`config.mk`:
```
export PLATFORM = sky130hd
export DESIGN_NAME = ordered_list_append_remove
export DESIGN_NICKNAME = d
export VERILOG_FILES = /design/src/sv/ola_pkg.sv /design/src/sv/ola_ctrl.sv /design/src/sv/ola_dpath.sv /design/src/sv/ordered_list_append_remove.sv
export VERILOG_INCLUDE_DIRS = /design/src /design/src/sv
export SDC_FILE = /design/constraint.sdc
export NUM_CORES = 1
export LEC_CHECK = 0
export BUFFER_PORTS_ARGS = -buffer_cell sky130_fd_sc_hd__buf_2
export CAP_MARGIN = 10
export CORE_ASPECT_RATIO = 2
export CORE_UTILIZATION = 55
export DETAILED_ROUTE_END_ITERATION = 12
export PLACE_DENSITY_LB_ADDON = 0.12
export SYNTH_ARGS = -nofsm -noshare
export SYNTH_HDL_FRONTEND = slang
export SYNTH_HIERARCHICAL = 1
export SYNTH_SLANG_ARGS = --single-unit
```
`constraint.sdc`:
```
create_clock -name clk -period 5.8 [get_ports clk]
set_clock_uncertainty 0.15 [all_clocks]
set_input_delay 0 -clock clk [delete_from_list [all_inputs] [get_ports clk]]
set_output_delay 0 -clock clk [all_outputs]
set_load 0.05 [all_outputs]
```
`src/sv/ordered_list_append_remove_assert.svh`:
```
// Assertion macros used by the ordered list datapath.
// Each macro expects clk and arst_n to be visible in the module that uses it.
`ifndef ORDERED_LIST_APPEND_REMOVE_ASSERT_SVH
`define ORDERED_LIST_APPEND_REMOVE_ASSERT_SVH

// Same-cycle implication, disabled while reset is asserted.
`define OLA_ASSERT_NOW(lbl, ante, cons) \
	lbl: assert property (@(posedge clk) disable iff (!arst_n) (ante) |-> (cons)) \
	else $error("ordered list assertion failed");

// Next-cycle implication, disabled while reset is asserted.
`define OLA_ASSERT_NEXT(lbl, ante, cons) \
	lbl: assert property (@(posedge clk) disable iff (!arst_n) (ante) |=> (cons)) \
	else $error("ordered list assertion failed");

`endif

```
`src/sv/ola_pkg.sv`:
```
// ----------------------------------------------------------------------------
// ola_pkg
// Types and codes shared by the ordered list controller and datapath.
// ----------------------------------------------------------------------------
`default_nettype none

package ola_pkg;

	localparam int VAL_W = 32;
	localparam int RC_W  = 5;

	// Action codes carried by an input transaction.
	typedef logic [1:0] action_t;
	localparam action_t ACT_APPEND = 2'd0;
	localparam action_t ACT_SHOW   = 2'd1;
	localparam action_t ACT_REMOVE = 2'd2;

	// Result status codes.
	typedef enum logic [2:0] {
		ST_APPENDED  = 3'd0,
		ST_SHOWN     = 3'd1,
		ST_REMOVED   = 3'd2,
		ST_NOT_FOUND = 3'd3,
		ST_FULL      = 3'd4,
		ST_EMPTY     = 3'd5
	} status_t;

	// Controller states.
	typedef enum logic [1:0] {
		S_IDLE,
		S_SCAN,
		S_DRAIN
	} state_t;

	// Commands from controller to datapath.
	typedef struct packed {
		logic do_append;
		logic emit_full;
		logic emit_empty;
		logic emit_not_found;
		logic scan_start;
		logic scan_remove;
		logic rd_en;
	} cmd_t;

	// Status from datapath to controller.
	typedef struct packed {
		logic is_empty;
		logic is_full;
		logic rd_last;
	} stat_t;

endpackage

`default_nettype wire

```
`src/sv/ola_ctrl.sv`:
```
// ----------------------------------------------------------------------------
// ola_ctrl
// Controller: accepts transactions and sequences the walk over stored entries.
// ----------------------------------------------------------------------------
`default_nettype none

module ola_ctrl
	import ola_pkg::*;
(
	input  wire logic    clk,
	input  wire logic    arst_n,
	input  wire logic    start,
	input  wire action_t action,
	input  wire stat_t   stat,
	output cmd_t         cmd,
	output logic         busy
);

	state_t state_q;
	state_t state_d;
	logic   accept;

	assign accept = start && (state_q == S_IDLE);

	// State register.
	always_ff @(posedge clk or negedge arst_n) begin
		if (!arst_n) begin
			state_q <= S_IDLE;
		end else begin
			state_q <= state_d;
		end
	end

	// Next state.
	always_comb begin
		state_d = state_q;
		unique case (state_q)
			S_IDLE: begin
				if (accept && !stat.is_empty &&
				    (action == ACT_SHOW || action == ACT_REMOVE)) begin
					state_d = S_SCAN;
				end
			end
			S_SCAN: begin
				if (stat.rd_last) begin
					state_d = S_DRAIN;
				end
			end
			S_DRAIN: begin
				state_d = S_IDLE;
			end
			default: begin
				state_d = S_IDLE;
			end
		endcase
	end

	// Outputs.
	always_comb begin
		cmd  = '0;
		busy = (state_q != S_IDLE);
		unique case (state_q)
			S_IDLE: begin
				if (accept) begin
					case (action)
						ACT_APPEND: begin
							cmd.do_append = !stat.is_full;
							cmd.emit_full = stat.is_full;
						end
						ACT_SHOW: begin
							cmd.emit_empty = stat.is_empty;
							cmd.scan_start = !stat.is_empty;
						end
						ACT_REMOVE: begin
							cmd.emit_not_found = stat.is_empty;
							cmd.scan_start     = !stat.is_empty;
							cmd.scan_remove    = 1'b1;
						end
						default: begin
							cmd = '0;
						end
					endcase
				end
			end
			S_SCAN: begin
				cmd.rd_en = 1'b1;
			end
			S_DRAIN: begin
				cmd = '0;
			end
			default: begin
				cmd = '0;
			end
		endcase
	end

endmodule

`default_nettype wire

```
`src/sv/ola_dpath.sv`:
```
// ----------------------------------------------------------------------------
// ola_dpath
// Datapath: entry memory, count, read pointer, compaction and result registers.
// ----------------------------------------------------------------------------
`default_nettype none

`include "ordered_list_append_remove_assert.svh"

module ola_dpath
	import ola_pkg::*;
#(
	parameter int CAPACITY = 16
) (
	input  wire logic                    clk,
	input  wire logic                    arst_n,
	input  wire cmd_t                    cmd,
	input  wire logic signed [VAL_W-1:0] value,
	output stat_t                        stat,
	output logic                         done,
	output logic [2:0]                   status,
	output logic signed [VAL_W-1:0]      entry_value,
	output logic [RC_W-1:0]              removed_count,
	output logic                         last
);

	localparam int AW = (CAPACITY > 1) ? $clog2(CAPACITY) : 1;
	localparam int CW = $clog2(CAPACITY + 1);
	localparam int RW = (CW > RC_W) ? CW : RC_W;

	logic signed [VAL_W-1:0] mem [CAPACITY];

	logic [CW-1:0]           count_q;
	logic [CW-1:0]           kept_q;
	logic [AW-1:0]           ptr_q;
	logic                    remove_q;
	logic signed [VAL_W-1:0] match_q;

	logic                    vld_s1;
	logic [AW-1:0]           idx_s1;
	logic signed [VAL_W-1:0] rdata_s1;

	logic                    done_q;
	status_t                 status_q;
	logic signed [VAL_W-1:0] entry_value_q;
	logic [RC_W-1:0]         removed_q;
	logic                    last_q;

	logic [CW-1:0]           cnt_m1;
	logic                    last_s1;
	logic                    keep_s1;
	logic [CW-1:0]           kept_nxt;
	logic [RW-1:0]           rem_w;
	logic                    wr_en;
	logic [AW-1:0]           wr_addr;
	logic signed [VAL_W-1:0] wr_data;

	// Status toward the controller.
	assign cnt_m1        = count_q - CW'(1);
	assign stat.is_empty = (count_q == '0);
	assign stat.is_full  = (count_q == CW'(CAPACITY));
	assign stat.rd_last  = (ptr_q == cnt_m1[AW-1:0]);

	// Compaction: keep entries that differ from the match value.
	assign last_s1  = (idx_s1 == cnt_m1[AW-1:0]);
	assign keep_s1  = (rdata_s1 != match_q);
	assign kept_nxt = kept_q + CW'(keep_s1);
	assign rem_w    = RW'(count_q) - RW'(kept_nxt);

	// Memory write port is shared by append and compaction.
	assign wr_en   = cmd.do_append || (vld_s1 && remove_q && keep_s1);
	assign wr_addr = cmd.do_append ? count_q[AW-1:0] : kept_q[AW-1:0];
	assign wr_data = cmd.do_append ? value : rdata_s1;

	// Entry memory with registered read data.
	always_ff @(posedge clk) begin
		if (wr_en) begin
			mem[wr_addr] <= wr_data;
		end
		if (cmd.rd_en) begin
			rdata_s1 <= mem[ptr_q];
			idx_s1   <= ptr_q;
		end
	end

	// Transaction context.
	always_ff @(posedge clk) begin
		if (cmd.scan_start) begin
			match_q  <= value;
			remove_q <= cmd.scan_remove;
		end
	end

	// Count, pointers and read-stage valid.
	always_ff @(posedge clk or negedge arst_n) begin
		if (!arst_n) begin
			count_q <= '0;
			kept_q  <= '0;
			ptr_q   <= '0;
			vld_s1  <= 1'b0;
		end else begin
			vld_s1 <= cmd.rd_en;
			if (cmd.scan_start) begin
				ptr_q  <= '0;
				kept_q <= '0;
			end else if (cmd.rd_en) begin
				ptr_q <= ptr_q + AW'(1);
			end
			if (vld_s1 && remove_q) begin
				kept_q <= kept_nxt;
			end
			if (cmd.do_append) begin
				count_q <= count_q + CW'(1);
			end else if (vld_s1 && remove_q && last_s1) begin
				count_q <= kept_nxt;
			end
		end
	end

	// Result strobe.
	always_ff @(posedge clk or negedge arst_n) begin
		if (!arst_n) begin
			done_q <= 1'b0;
		end else begin
			done_q <= cmd.do_append || cmd.emit_full || cmd.emit_empty ||
			          cmd.emit_not_found || (vld_s1 && (!remove_q || last_s1));
		end
	end

	// Result payload.
	always_ff @(posedge clk) begin
		entry_value_q <= '0;
		removed_q     <= '0;
		last_q        <= 1'b1;
		status_q      <= ST_APPENDED;
		if (cmd.emit_full) begin
			status_q <= ST_FULL;
		end else if (cmd.emit_empty) begin
			status_q <= ST_EMPTY;
		end else if (cmd.emit_not_found) begin
			status_q <= ST_NOT_FOUND;
		end else if (vld_s1 && !remove_q) begin
			status_q      <= ST_SHOWN;
			entry_value_q <= rdata_s1;
			last_q        <= last_s1;
		end else if (vld_s1 && remove_q) begin
			status_q  <= (rem_w == '0) ? ST_NOT_FOUND : ST_REMOVED;
			removed_q <= rem_w[RC_W-1:0];
		end
	end

	assign done          = done_q;
	assign status        = status_q;
	assign entry_value   = entry_value_q;
	assign removed_count = removed_q;
	assign last          = last_q;

	// The count never exceeds the store.
	`OLA_ASSERT_NOW(a_count_bound, 1'b1, count_q <= CW'(CAPACITY))
	// Compaction writes never overtake the entry being read.
	`OLA_ASSERT_NOW(a_compact_order, vld_s1 && remove_q, kept_q <= CW'(idx_s1))
	// Shown entries come out on consecutive cycles until the last one.
	`OLA_ASSERT_NEXT(a_show_burst, done_q && !last_q, done_q)
	// The final entry of a remove walk produces a closing result.
	`OLA_ASSERT_NEXT(a_remove_close, vld_s1 && remove_q && last_s1, done_q && last_q)

endmodule

`default_nettype wire

```
`src/sv/ordered_list_append_remove.sv`:
```
// ----------------------------------------------------------------------------
// ordered_list_append_remove
// Ordered list of signed 32-bit values with append, show and remove actions.
// ----------------------------------------------------------------------------
// Usage:
// A transaction is accepted on a rising edge with start high and busy low;
// action selects append, show or remove, and value is the operand.
// Results appear for one cycle with done high; the receiver cannot stall,
// and last marks the final result of a transaction.
// Append, show of an empty list and remove on an empty list give one result
// in the cycle after acceptance and leave busy low.
// Show of N entries raises busy while it walks them and gives one result
// per cycle, each entry passing through the read stage and result registers.
// Remove over N entries raises busy while it walks them and gives its single
// result once the walk has read the last entry.
// The rate is set by the single read port of the entry memory, which the
// walk visits one entry per cycle. Action code 3 is taken and gives no
// result.
// Reset empties the list at once; stored values are never cleared.
// ----------------------------------------------------------------------------
`default_nettype none

module ordered_list_append_remove
	import ola_pkg::*;
#(
	parameter int CAPACITY = 16
) (
	input  wire logic                    clk,
	input  wire logic                    arst_n,
	input  wire logic                    start,
	output logic                         busy,
	input  wire logic [1:0]              action,
	input  wire logic signed [VAL_W-1:0] value,
	output logic                         done,
	output logic [2:0]                   status,
	output logic signed [VAL_W-1:0]      entry_value,
	output logic [RC_W-1:0]              removed_count,
	output logic                         last
);

	cmd_t  cmd;
	stat_t stat;

	// Controller.
	ola_ctrl u_ctrl (
		.clk    (clk),
		.arst_n (arst_n),
		.start  (start),
		.action (action),
		.stat   (stat),
		.cmd    (cmd),
		.busy   (busy)
	);

	// Datapath.
	ola_dpath #(
		.CAPACITY (CAPACITY)
	) u_dpath (
		.clk           (clk),
		.arst_n        (arst_n),
		.cmd           (cmd),
		.value         (value),
		.stat          (stat),
		.done          (done),
		.status        (status),
		.entry_value   (entry_value),
		.removed_count (removed_count),
		.last          (last)
	);

endmodule

`default_nettype wire
```
# After elaboration in Yosys (flattened, before gate mapping)
# Memories as Yosys holds them, arrays and structs flattened. A register that Yosys moved wholly into a read port is not among the register bits.
# Index checks and enable logic that the tools add are counted.
# op_classes
addsub,5
n_eq_ne,9
n_mux,26
bitwise_logic,2
reduce_logical,32
# op_table
op,count
32-bit two-way mux,1
32-bit inequality test,1
5-bit two-way mux,4
4-bit two-way mux,3
5-bit logical NOT,2
3-bit two-way mux,3
4-bit == test,2
1-bit logical AND,8
1-bit two-way mux,8
2-bit nonzero test,4
1-bit logical OR,7
7-bit two-way mux,1
2-bit two-way mux,3
6-bit two-way mux,1
5-bit by 1-bit adder with 5-bit output,1
"5-bit by 1-bit adder with 5-bit output, second input constant",1
"5-bit == test, second input constant",1
5-bit OR reduction,1
5-bit subtractor,1
"4-bit by 1-bit adder with 4-bit output, second input constant",1
"2-bit by 1-bit == test with 1-bit output, second input constant",2
2-bit logical NOT,2
"2-bit inequality test, second input constant",2
2-bit one-hot mux with 2 select lines,1
8 further kinds,13
# word_totals
register_bits,96
ram_bits,512
input_bits,37
out_inout_bits,43
word_cells,89
memories,1
# mem_list
memory,words,word_bits,read_ports,rd_ports_with_merged_regs,write_ports,line,rtl
u_dpath.mem,16,32,1,1,1,ola_dpath.sv:30,logic signed [VAL_W-1:0] mem [CAPACITY];

# Longest topological paths before layout
# depth
word_depth,9
ltp_mapped,12
ltp_nobuf,12

# By module
# The synthesis kept the hierarchy.
# modules_own_cells
mod,n_inst,cells_each,area_per_inst_um2,seq_area_each_um2
ola_dpath,1,1117,24483.5,18667.9
ola_ctrl,1,20,195.2,50.0

# Worst setup path after synthesis
# Ideal clock, no wire load.
# synth_path
path_kind,reg2reg
startpoint,register u_dpath.count_q[0]
endpoint,"memory u_dpath.mem[0][0], enable pin"
setup_time_ps,432
arrival_ps,3526
required_time_ps,5218
slack_ps,1693
path_stages_with_launch,11
n_path_buf,3
synth_period_minus_slack_ps,4107
path_cell_list,dfrtp_1 > buf_2 > inv_1 > ha_1 > and3_1 > and3b_1 > clkbuf_1 > clkbuf_1 > nor2_1 > o2111ai_1 > a21oi_1
# synth_rtl
element,line,rtl
"start, declared",ola_dpath.sv:32,logic [CW-1:0] count_q;
"start signal, assigned",ola_dpath.sv:112,count_q <= count_q + CW'(1);
"start signal, assigned",ola_dpath.sv:114,count_q <= kept_nxt;
"end, declared",ola_dpath.sv:30,

==> run_results.csv <==
group,metric,value,unit
critical_path,endpoint_kind,"flip-flop",
power_and_ir_drop,switching_share,32.2,%
detailed_routing,initialDrtViolationCount,918,
sta,setup_ws,1.24,ns
place,place_congestion,0.782,
synth,ys_types,52,
synth,yosysSeqAreaShare,75.8,%
sta,slew_violations,0,
detailed_routing,ant_nets,0,
floorplanning,fp.dieH,302,microns
power_and_ir_drop,vdd_drop_max,343,uV
hold_path,hp-class,"in2reg",
critical_path,worstReg2RegStart,"u_dpath/count_q[0]$_DFFE_PN0P_",
clocking,clk_pin_slew,0.07,ns
detailed_routing,dr.pass1.iters,5,
final_layout,fin_area,0.0282,sq mm
critical_path,crit_arrival,4.67,ns
sta,period_minus_slack,4.56,ns
detailed_routing,via_per_inst,6.18,
critical_path,crit_chain,"inv_1 -> ha_1 -> and3_1 -> and3b_2 -> clkinv_1 -> nor3_1 -> a31oi_1 -> a21oi_4 -> buf_4",
critical_path,rr_endpoint,"u_dpath/mem[11][17]$_DFFE_PP_",
synth,synth-edff-count,581,
place,place_inst,1746,
clocking,cts_buffer_depth,3,
floorplanning,fp-row-count,109,
critical_path,cp_max_fo,38,
power_and_ir_drop,p_switching,4730,uW
global_route,grt_pass1_vias,12408,
run_status,status,"complete, no violations",
sta,period_share,78.6,%
place,io_buffer_count,79,
hold_path,hold_depth,2,
critical_path,path_buf_inv,3,
clocking,post_cts_resized,0,
sta,slew_headroom,29.7,%
detailed_routing,wl_per_cell,30.2,microns
synth,ys_seq_elements,640,
synth,yosysTopAreaCell,"edfxtp_1",
critical_path,reg2regPathDepth,9,
final_layout,final_util,63.8,%
critical_path,critPathTopFamily,"simple AND/OR/NAND/NOR gates",
sta,finalHoldViolCount,0,
sta,setup_viol,0,
place,dpl-instance-area,0.0259,sq mm
synth,synth_top_area_share,70.7,%
global_route,grt_use_total,26.6,%
global_route,antenna_found_initial,1,
power_and_ir_drop,p_comb_share,30.1,%
final_layout,syn_to_final_growth,14.2,%
synth,avgSynthCellArea,21.7,sq um
global_route,grt_max_degree,77,
place,dp_slack,1.26,ns
clocking,cts_made_buffers,52,
power_and_ir_drop,internal_power,9990,uW
power_and_ir_drop,p_clk_share,23.6,%
clocking,clock_latency,0.60,ns
clocking,clock_sinks,640,
detailed_routing,remaining_drc_errors,0,
global_route,grt_overflow_total,0,
floorplanning,io_pins,80,
critical_path,critPathLaunchType,"flip-flop",
synth,synth_nets,1186,
sta,worstMarginPinSlew,1.05,ns
floorplanning,die_w,152,microns
power_and_ir_drop,power_frac_seq,46.3,%
hold_path,hold_start,"value[2]",
floorplanning,initial_core_util,55.9,%
clocking,clockRootBuffer,"clkbuf_16",
sta,rsz0062_at_grt,"false",
final_layout,drive_gt1_share,29.8,%
sta,finalSetupTns,0,ns
critical_path,path_class,"reg2reg",
detailed_routing,totalWireLength,57.5,mm
floorplanning,dieArea,0.0458,sq mm
synth,postSynthCellCount,1137,
synth,netlist_area,0.0247,sq mm
sta,fmax,219,MHz
floorplanning,core-area,0.0442,sq mm
final_layout,final_cells,1902,
hold_path,hold_end,"u_dpath/match_q[2]$_DFFE_PP_",
power_and_ir_drop,power_leakage,0.00924,uW
detailed_routing,vias,11761,
critical_path,reg2reg_slack,1.24,ns
synth,async_flop_share,2.81,%
synth,yosys_warnings,6,
critical_path,cpMaxStageDelayCell,"and3b_2",
power_and_ir_drop,p_per_area,523,mW/mm^2
clocking,h-tree-depth,2,
final_layout,nets,1353,
critical_path,required,5.91,ns
synth,ys.flop_type,"edfxtp_1",
run,drv_cap,0,
clocking,cts_tree,"built",
global_route,grt_pass1_wl,83.5,mm
critical_path,max_stage_delay,0.84,ns
synth,synthTopCellsByArea,"edfxtp_1 71%, mux4_2 15%, dfxtp_1 3.3%",
place,dp.final_hpwl,33.5,mm
[registers in the layout, indices dropped and copies added, names as in the netlist, 2 cells and up]
| name | flops |
|---|---|
| u_dpath/mem | 512 |
| u_dpath/match_q | 32 |
| u_dpath/entry_value | 32 |
| u_dpath/count_q | 5 |
| u_dpath/ptr_q | 4 |
| u_dpath/kept_q | 5 |
| u_dpath/removed_count | 5 |
| u_dpath/status | 3 |
| u_dpath/idx_s1 | 4 |
| u_dpath/rdata_s1 | 32 |
| u_ctrl/state_q | 2 |
[worst max-delay path by stage]
| stage | start | end | cells past startpoint | slack [ns] |
|---|---|---|---|---|
| 3_3_place_gp | u_dpath/count_q[0]$_DFFE_PN0P_ | u_dpath/mem[11][17]$_DFFE_PP_ | 9 | 1.25 |
| 4_1_cts | u_dpath/count_q[0]$_DFFE_PN0P_ | u_dpath/mem[11][18]$_DFFE_PP_ | 9 | 1.24 |
| 3_5_place_dp | u_dpath/count_q[0]$_DFFE_PN0P_ | u_dpath/mem[11][17]$_DFFE_PP_ | 9 | 1.26 |
| 5_1_grt | u_dpath/count_q[0]$_DFFE_PN0P_ | u_dpath/mem[11][19]$_DFFE_PP_ | 9 | 0.93 |
| 6_report | u_dpath/count_q[0]$_DFFE_PN0P_ | u_dpath/mem[11][17]$_DFFE_PP_ | 9 | 1.24 |
| 2_1_floorplan | u_dpath/count_q[0]$_DFFE_PN0P_ | u_dpath/mem[0][0]$_DFFE_PP_ | 10 | 1.69 |
[placed cells by master, fill, tap and decap left out, types with 7 or more instances in the layout]
cell	n
edfxtp_1	581
mux4_2	160
buf_2	79
dlygate4sd3_1	59
clkbuf_16	54
dfxtp_1	41
xor2_1	35
and2_1	34
mux2_2	32
buf_4	26
nor2_1	22
xnor2_1	18
a21oi_4	16
dfrtp_1	14
clkbuf_1	13
nand2_1	13
clkinv_1	12
ha_1	12
inv_1	10
nor4_1	9
clkinv_2	8
nand3_1	8
o21ai_0	7
[cell usage after synthesis, types with 2 or more instances]
cell type / instances
edfxtp_1: 581
mux4_2: 160
dfxtp_1: 41
xor2_1: 35
and2_1: 34
mux2_2: 32
clkbuf_1: 23
nor2_1: 23
a21oi_1: 21
dfrtp_1: 18
xnor2_1: 18
buf_2: 14
nand2_1: 13
ha_1: 12
buf_6: 10
inv_1: 10
nor4_1: 9
nand3_1: 8
o21ai_0: 7
and3_1: 6
buf_1: 6
a31oi_1: 4
nand2b_1: 4
nand4_1: 4
o2111ai_1: 4
or2_2: 4
a21o_1: 3
nor3_1: 3
or3_1: 3
and3b_1: 2
mux2i_1: 2
nor3b_1: 2
o211ai_1: 2
[through the flow]
stage | power [uW] | hold slack (ns)
finish | 14700 | 0.0212
global route | 15300 | 0.0107
CTS | 14900 | 0.00285
detailed placement | 11400 | -0.149
global placement | 11300 | -0.153
floorplan | 9900 | -0.446
[power groups by stage]
stage	Sequential, uW	Clock, uW	Combinational, uW
3_5_place_dp	6930	0	4450
4_1_cts	6830	3540	4490
5_1_grt	6890	3710	4700
3_3_place_gp	6900	0	4400
6_report	6820	3480	4430
2_1_floorplan	6950	0	2960
[timing repair]
item / CTS / global route
hold buffers: 59 / 0
endpoints found under the hold margin: 566 / 0
setup buffers: 0 / 0
[kinds of logic after synthesis]
logic type               synth area share (%)
flip-flops                               75.8
multiplexers                             16.1
AND/OR/NAND/NOR                          2.80
buffers and inverters                    1.35
XOR/XNOR                                 1.97
AO/OA/AOI/OAI                            1.24
adder cells (fa/ha/maj)                 0.649
[area by class of cell]
type | instances | area [sq um]
sequential | 640 | 18700
fill | 3063 | 16000
multi-input combinational | 433 | 5820
clock buffer | 70 | 1440
timing repair buffer | 166 | 1220
tap | 555 | 694
clock inverter | 26 | 228
inverter | 11 | 41.3
antenna | 1 | 2.50
[metal layers]
| metal | routed length (microns) | GRT usage, % |
|---|---|---|
| met1 | 20500 | 31.9 |
| met2 | 31100 | 47.0 |
| met3 | 2940 | 3.39 |
| met4 | 2960 | 12.9 |
| met5 | 0 | 0 |
No activity file was read; power rests on OpenSTA's default activity.
